## src/hdl/mrs_pkg.sv

```systemverilog
// Shared constants and types for the modular squaring generator step.
// Used by mrs_mul, mrs_core and modular_square_rng_step; no dependencies.
package mrs_pkg;

  localparam int VALUE_W = 30;
  localparam int MUL_W   = 32;
  localparam int PROD_W  = 2 * MUL_W;
  localparam int TDATA_W = 32;

  localparam longint unsigned PRIME_P = 64'd10007;
  localparam longint unsigned PRIME_Q = 64'd100003;
  localparam longint unsigned MODULUS_L = PRIME_P * PRIME_Q;
  // Barrett factor floor(2^60 / M), fits in 31 bits
  localparam longint unsigned MU_L = (64'd1 << 60) / MODULUS_L;

  localparam logic [MUL_W-1:0] MODULUS   = MUL_W'(MODULUS_L);
  localparam logic [MUL_W-1:0] MU        = MUL_W'(MU_L);
  localparam logic [MUL_W-1:0] THRESHOLD = MUL_W'(64'd1000000000);

  localparam int MAX_SQUARINGS_DEF = 64;

  typedef struct packed {
    logic [VALUE_W-1:0] next_value;
    logic               gave_up;
  } mrs_result_t;

endpackage

```

## src/hdl/mrs_mul.sv

```systemverilog
// Shared 32x32 multiplier with registered product.
// Depends on mrs_pkg for operand and product widths.
module mrs_mul (
  input  logic                      clk,
  input  logic [mrs_pkg::MUL_W-1:0] a,
  input  logic [mrs_pkg::MUL_W-1:0] b,
  output logic [mrs_pkg::PROD_W-1:0] p
);
  import mrs_pkg::*;

  always_ff @(posedge clk) begin
    p <= PROD_W'(a) * PROD_W'(b);
  end

endmodule

```

## src/hdl/mrs_core.sv

```systemverilog
// Sequencer for the square-and-reduce loop around one shared multiplier.
// Depends on mrs_pkg and mrs_mul; Barrett reduction modulo the fixed modulus.
module mrs_core #(
  parameter int MAX_SQUARINGS = mrs_pkg::MAX_SQUARINGS_DEF
) (
  input  logic                        clk,
  input  logic                        rst,
  input  logic                        start,
  input  logic [mrs_pkg::VALUE_W-1:0] seed,
  output logic                        idle,
  output logic                        res_valid,
  input  logic                        res_ready,
  output mrs_pkg::mrs_result_t        result
);
  import mrs_pkg::*;

  localparam int TRY_W = (MAX_SQUARINGS > 1) ? $clog2(MAX_SQUARINGS) : 1;
  localparam logic [TRY_W-1:0] LAST_TRY = TRY_W'(MAX_SQUARINGS - 1);

  typedef enum logic [6:0] {
    S_IDLE   = 7'b0000001,
    S_SQUARE = 7'b0000010,
    S_QUOT   = 7'b0000100,
    S_REMN   = 7'b0001000,
    S_SUB    = 7'b0010000,
    S_FIX    = 7'b0100000,
    S_DONE   = 7'b1000000
  } state_t;

  state_t state;
  logic [VALUE_W-1:0] x;
  logic [TRY_W-1:0]   tries;
  logic [MUL_W-1:0]   sq_lo;
  logic [MUL_W-1:0]   r;
  logic [MUL_W-1:0]   r_over;
  logic [MUL_W-1:0]   mul_a;
  logic [MUL_W-1:0]   mul_b;
  logic [PROD_W-1:0]  p;

  mrs_mul u_mul (
    .clk (clk),
    .a   (mul_a),
    .b   (mul_b),
    .p   (p)
  );

  // operand select: square, then q1*mu, then q3*M
  always_comb begin
    unique case (state)
      S_QUOT: begin
        mul_a = {1'b0, p[59:29]};
        mul_b = MU;
      end
      S_REMN: begin
        mul_a = {1'b0, p[61:31]};
        mul_b = MODULUS;
      end
      default: begin
        mul_a = MUL_W'(x);
        mul_b = MUL_W'(x);
      end
    endcase
  end

  assign r_over    = r - THRESHOLD;
  assign idle      = (state == S_IDLE);
  assign res_valid = (state == S_DONE);

  always_ff @(posedge clk) begin
    if (rst) begin
      state <= S_IDLE;
    end else begin
      unique case (state)
        S_IDLE: begin
          if (start) begin
            x     <= seed;
            tries <= '0;
            state <= S_SQUARE;
          end
        end
        S_SQUARE: state <= S_QUOT;
        S_QUOT: begin
          sq_lo <= p[MUL_W-1:0];
          state <= S_REMN;
        end
        S_REMN: state <= S_SUB;
        S_SUB: begin
          // Barrett remainder, below 3M so it fits in 32 bits
          r     <= sq_lo - p[MUL_W-1:0];
          state <= S_FIX;
        end
        S_FIX: begin
          if (r >= MODULUS) begin
            r <= r - MODULUS;
          end else if (r < THRESHOLD) begin
            result.next_value <= r[VALUE_W-1:0];
            result.gave_up    <= 1'b0;
            state             <= S_DONE;
          end else if (tries == LAST_TRY) begin
            result.next_value <= r_over[VALUE_W-1:0];
            result.gave_up    <= 1'b1;
            state             <= S_DONE;
          end else begin
            x     <= r[VALUE_W-1:0];
            tries <= tries + TRY_W'(1);
            state <= S_SQUARE;
          end
        end
        S_DONE: begin
          if (res_ready) begin
            state <= S_IDLE;
          end
        end
        default: state <= S_IDLE;
      endcase
    end
  end

endmodule

```

## src/hdl/modular_square_rng_step.sv

```systemverilog
// Per squaring the core steps through square, two Barrett multiplies, subtract, compare
// and up to two corrections; its done state then hands the result into the output register.
// Throughput: one beat at a time, set by the single shared multiplier; a new beat is
// taken only after the core is idle again, which m_tready stalls can delay.
// Reset (rst, synchronous, active high) empties the output register and
// returns the sequencer to idle; no other state is kept between beats.
module modular_square_rng_step #(
  parameter int MAX_SQUARINGS = mrs_pkg::MAX_SQUARINGS_DEF
) (
  input  logic                          clk,
  input  logic                          rst,
  input  logic                          s_tvalid,
  output logic                          s_tready,
  input  logic [mrs_pkg::TDATA_W-1:0]   s_tdata,  // [29:0] seed, [31:30] zero
  output logic                          m_tvalid,
  input  logic                          m_tready,
  output logic [mrs_pkg::TDATA_W-1:0]   m_tdata,  // [29:0] next_value, [31:30] zero
  output logic                          m_tuser   // [0] gave_up
);
  import mrs_pkg::*;

  logic        core_idle;
  logic        res_valid;
  logic        res_ready;
  mrs_result_t result;
  mrs_result_t out_q;

  // the core only takes a seed when it has nothing in flight
  assign s_tready = core_idle;

  // output register frees the core once a result is parked here
  assign res_ready = !m_tvalid || m_tready;

  mrs_core #(
    .MAX_SQUARINGS (MAX_SQUARINGS)
  ) u_core (
    .clk       (clk),
    .rst       (rst),
    .start     (s_tvalid && s_tready),
    .seed      (s_tdata[VALUE_W-1:0]),
    .idle      (core_idle),
    .res_valid (res_valid),
    .res_ready (res_ready),
    .result    (result)
  );

  always_ff @(posedge clk) begin
    if (rst) begin
      m_tvalid <= 1'b0;
    end else if (res_ready) begin
      m_tvalid <= res_valid;
    end
  end

  always_ff @(posedge clk) begin
    if (res_ready && res_valid) begin
      out_q <= result;
    end
  end

  assign m_tdata = TDATA_W'(out_q.next_value);
  assign m_tuser = out_q.gave_up;

endmodule

```

## config.mk

```make
export PLATFORM = sky130hd
export DESIGN_NAME = modular_square_rng_step
export DESIGN_NICKNAME = d
export VERILOG_FILES = /design/src/hdl/mrs_pkg.sv /design/src/hdl/mrs_mul.sv /design/src/hdl/mrs_core.sv /design/src/hdl/modular_square_rng_step.sv
export SDC_FILE = /design/constraint.sdc
export NUM_CORES = 2
export LEC_CHECK = 0
export BUFFER_PORTS_ARGS = -buffer_cell sky130_fd_sc_hd__buf_2
export CAP_MARGIN = 40
export CORE_AREA = 2 2 346 348
export CTS_BUF_LIST = sky130_fd_sc_hd__clkbuf_4
export DETAILED_ROUTE_END_ITERATION = 8
export DIE_AREA = 0 0 348 350
export MAX_ROUTING_LAYER = met4
export PLACE_DENSITY = 0.51
export SLEW_MARGIN = 10
export SYNTH_ARGS = -nofsm -noshare
export SYNTH_HDL_FRONTEND = slang
export SYNTH_SLANG_ARGS = --single-unit
```

## constraint.sdc

```tcl
create_clock -name clk -period 21.8 [get_ports clk]
set_clock_uncertainty 0.1 [all_clocks]
set_input_delay 1.09 -clock clk [delete_from_list [all_inputs] [get_ports clk]]
set_output_delay 1.09 -clock clk [all_outputs]
set_load 0.05 [all_outputs]
```

### Word-level counts from Yosys, hierarchy flattened

Cells that the tools add are included.

* equality and inequality tests: 14
* bitwise operators: 2
* multipliers: 1
* add/sub/neg operators: 4
* $lt $le $gt $ge: 2
* multiplexer cells: 22
* reductions and logical operators: 12

Operators by type and width (number)
* $pmux 31 s2: 2
* $mux 30: 4
* $pmux 32 s2: 1
* $mul 31x31->62: 1
* $mux 31: 2
* $pmux 30 s2: 1
* $pmux 7 s7: 1
* $mux 7: 5
* $ge 32x30->1 const B: 1
* $lt 32x30->1 const B: 1
* $mux 32: 1
* $sub 32x30->32 const B: 1
* $sub 32x32->32: 1
* $sub 30x30->30 const B: 1
* $mux 6: 4
* $pmux 6 s2: 1
* $eq 7x1->1 const B: 1
* $eq 7x2->1 const B: 1
* $eq 7x3->1 const B: 1
* $eq 7x4->1 const B: 1
* $eq 7x5->1 const B: 1
* $eq 7x6->1 const B: 1
* $eq 7x7->1 const B: 1
* $add 6x1->6 const B: 1
* 12 further kinds: 21

* input port bits: 36
* register bits: 232
* logic and storage cells: 68
* output and inout bits: 35

### Longest topological paths before layout

* depth in word-level cells: 5
* gate-level depth with buffers: 35
* gate-level depth less buffers: 32

### Cells and area by module

A second synthesis with hierarchy kept.

* cell total of the unflattened synthesis: 4752
* area total of the unflattened synthesis: 44366.3 um2

By module, submodules not included
* mrs_mul: area each 34523.1 um2, seq. area each 1281.2 um2, cells an instance 3756, instances 1
* mrs_core: area each 8832.2 um2, seq. area each 4073.9 um2, cells an instance 956, instances 1
* modular_square_rng_step: area each 1011.0 um2, seq. area each 950.9 um2, cells an instance 40, instances 1

### Worst setup path after synthesis

No wires, ideal clock.

* path kind: register to register
* start point: register u_core.state[6]
* end point: register u_core.u_mul.p[55] in the netlist's numbering
* arrival time: 8.414 ns
* stages on the path, launching flop included: 31
* library setup time: 0.121 ns
* path buffers: 3
* slack: 13.165 ns
* required time: 21.579 ns
* clock period less this slack: 8.635 ns
* path through: dfxtp_1 or3_1 or3_1 nor2_2 nor2_2 buf_2 a221oi_2 buf_2 nor2_1 fa_1 fa_1 inv_1 fa_1 fa_1 inv_1 fa_1 fa_1 fa_1 fa_1 ha_1 clkbuf_1 a21oi_1 nor2b_1 o21ai_0 nor3b_1 a21boi_1 a21oi_1 a21o_1 a21o_1 a31o_2 xor2_1

* word-level cells in the longest chain between the ends: 3
* elaborated cells on any way between the ends: 5
* those cells by class: mul (1); eq/ne (2); mux (2)

RTL lines
* start: declaration: RTL line mrs_core.sv:30 `state_t state;`
* start signal: assignment: RTL line mrs_core.sv:71 `state <= S_IDLE;`
* start signal: assignment: RTL line mrs_core.sv:78 `state <= S_SQUARE;`
* start signal: assignment: RTL line mrs_core.sv:81 `S_SQUARE: state <= S_QUOT;`
* $eq 7x4->1 / $eq 7x3->1 (equally long branches): RTL line mrs_core.sv:49 `unique case (state)`
* $pmux 31 s2: RTL line mrs_core.sv:49
* $mul 31x31->62 *: RTL line mrs_mul.sv:12 `p <= PROD_W'(a) * PROD_W'(b);`
* end signal: assignment: RTL line mrs_mul.sv:12
* end: declaration: RTL line mrs_mul.sv:7 `output logic [mrs_pkg::PROD_W-1:0] p`

Every way passes the cells marked *; elsewhere a longest branch is shown, timed or not.
A chain may end at the register's enable or synchronous reset.

### Worst setup path after layout

* start point: register u_core.state[6]
* end point: register u_core.u_mul.p[61] in the netlist's numbering

The elaborated chain is that of the path after synthesis.

==> run metrics <==
status=finished clean; synth top area cells=fa_1 41%, edfxtp_1 12%, ha_1 8.9%; first-pass GRT wire length=226.0 mm; largest net degree at the start of global routing=76; count leader, synth=inv_1; Routed WL=approximately 150 mm; Post-synth EDFFs=162; Synth area leader=fa_1; Starting Density=34.77%; Post-CTS Hold Buffers=0; CTS tree=built; Die Wd=348 um; clock slew at reported path FFs=approximately 0.080 ns; sequential share of the synthesized area=approximately 15%; Crit-path slowest cell=buf_4; Worst Max-Slew Pin Slew=1.034 ns; R2R Path Start=u_core.state[6]; Post-Synthesis Mean Instance Area=about 9.2 sq um; worst hold path class=reg2reg; Tmin final=11.17 ns; distinct cell type count after synthesis=80; Clock Tree Root=clkbuf_4; vias per inst=5.288; H-tree level count=2; Post-CTS Setup Bufs=0; crit end category=flop; Buf/Inv on CP=5; max incr delay on CP=about 0.76 ns; pins over their slew limit=0; grt ovf=0; fillers=~12000; HPWL Detailed=120.4 mm; Min-Delay Endpoint=u_core.sq_lo[30]; Crit Path Max Fanout=between 50 and 60; total track usage=26.37%; Multi-input gate area=just over 0.03 sq mm; total CTS buffers=a little over 60; share of layout cells above drive strength 1=slightly below 8%; fmax=roughly 0.090 GHz; area fraction of the dominant cell type after synthesis=40.97%; site row count=between 100 and 150; total clock sinks=232; Residual DRC=0; WP data required=22.30 ns; Reg area=between 0.006 and 0.007 sq mm; period utilization=51.25%; slew margin rel.=30.79%; Arrival @ worst endpoint=between 10 and 15 ns; setup TNS=0 ns; reg2reg path depth=31; synth warn=0; share of flip-flops with an asynchronous set or reset=0%; beginning of the worst hold path=u_core.u_mul.p[30]; RSZ-0062 raised after global routing=false; synth cell count leaders=864 x inv_1, 838 x fa_1, 618 x nand2_1, 597 x nor2_1, 292 x ha_1; clk buf depth=3; routed vias=around 32000; die area=approximately 0.12 sq mm; Final nets=~5700; #FFs+latches synth=roughly 230; CP delay by family, top=adder cells; Iteration-0 DRC Markers=roughly 3000; synthesized area=~0.04 sq mm; chip height=350 um; area of the core=~0.12 sq mm; most used cell, CP=fa_1; GP Congestion=approximately 1.0; initial antenna violation count=8; Avg WL per Cell=around 25 um; Fin. Hold Viols=0; Port-buffer cells=66; number of cells on the worst hold path=0; vias in the first global route=about 34000; Pre-antenna DRT Iters=8; post-CTS resize count=0; CP Class=reg2reg; gate count of the mapped netlist=~4500; Area Growth Syn to Fin=8.507%; I/O pins=slightly above 70; internal reg-to-reg setup slack=about 11 ns; Max Cap Violations=0; Startpoint Class=flop; FF-to-FF End=u_core.u_mul.p[61]; worst skew pair latency=0.82 ns; Post-synth top flop=edfxtp_1; count of final setup violators=0; Post-DRT Antenna Nets=0
[registers in the layout (all words and copies together), names as in the netlist]
| register | cells |
|---|---|
| u_core.sq_lo | 32 |
| u_core.result | 31 |
| m_tvalid | 1 |
| m_tuser | 1 |
| u_core.tries | 6 |
| u_core.state | 7 |
| m_tdata | 30 |
| u_core.u_mul.p | 62 |
| u_core.x | 30 |
| u_core.r | 32 |
[per-layer routing]
metal  wire (um)  GRT usage, %
met1       61450         33.38
met2       68890         40.04
met3       14040         5.709
met4        9507         12.92
met5           0             -
[stage by stage]
stage	instances	utilization, %	hold WS [ns]	setup WS [ns]	instance area, sq um
after floorplan	4470	-	0.3003	13.16	40960
after global placement	5976	36.80	0.3008	10.85	43340
after detailed placement	5991	36.94	0.3052	10.84	43500
after CTS	6106	37.69	0.2853	10.83	44390
after global routing	6112	37.73	0.3188	10.21	44430
final	6112	37.73	0.2647	10.63	44430
[placed cells by master, fill, tap and decap left out, types with 10 or more instances in the layout]
master	Yosys	routed
dfxtp_1	70	70
a21boi_0	10	10
o21ai_0	102	92
nand3_1	24	24
xor2_1	47	47
nor3_1	23	22
and3_1	45	45
a221o_1	13	13
a21oi_1	137	136
o21a_1	23	23
o21bai_1	18	18
inv_1	864	864
nor2_1	597	587
a21o_1	42	42
o31ai_1	13	13
buf_2	34	67
xnor2_1	81	81
fa_1	838	838
clkbuf_4	0	84
ha_1	292	292
clkinv_1	2	18
or2_2	13	13
nand2_1	618	615
mux2i_1	12	12
edfxtp_1	162	162
nand2b_1	25	24
nand4_1	19	19
buf_4	2	113
o21ai_1	10	14
nor2b_1	20	19
and2_1	19	18
[final cells by class]
class	count	share of cell area, %
diodes	5	0.02816
clock buffers	84	1.419
clock inverters	31	0.5829
inverters	868	7.333
multi-input cells	3169	69.28
flip-flops and latches	232	14.10
well taps	1536	4.326
repair buffers	187	2.932
[cell families (layout without fill, tap and decap cells)]
family | count (synthesis) | in the layout | share of synthesized area [%]
muxes | 12 | 12 | 0.2934
adders and majority gates | 1130 | 1130 | 49.89
xor gates and xnor gates | 128 | 128 | 2.738
buffers and inverters | 1069 | 1170 | 9.922
AOI/OAI and AO/OA | 455 | 455 | 7.343
and+or+nand+nor | 1438 | 1438 | 14.49
other | 2 | 11 | 0.01834
DFF | 232 | 232 | 15.30
[worst reg2reg max path: cells and delay by family (launching register included)]
kind	cells	cell delay, ns
adder cells (fa/ha/maj)	9	4.79
AO/OA/AOI/OAI	9	2.27
AND/OR/NAND/NOR	7	2.10
buffers and inverters	5	1.40
flip-flops	1	0.31
XOR/XNOR	1	0.09
[worst max-delay path by stage]
stage | from | to | slack (ns) | cells past startpoint
floorplan | u_core.state[6] | u_core.u_mul.p[55] | 13.16 | 30
global placement | u_core.state[6] | u_core.u_mul.p[61] | 10.85 | 31
detailed placement | u_core.state[6] | u_core.u_mul.p[61] | 10.84 | 33
CTS | u_core.state[6] | u_core.u_mul.p[61] | 10.83 | 33
global route | u_core.state[6] | u_core.u_mul.p[61] | 10.21 | 35
finish | u_core.state[6] | u_core.u_mul.p[61] | 10.63 | 31
Power is left out: the tool's default activity adds up to more than one toggle a clock period on the data nets, which glitch-free logic cannot reach.
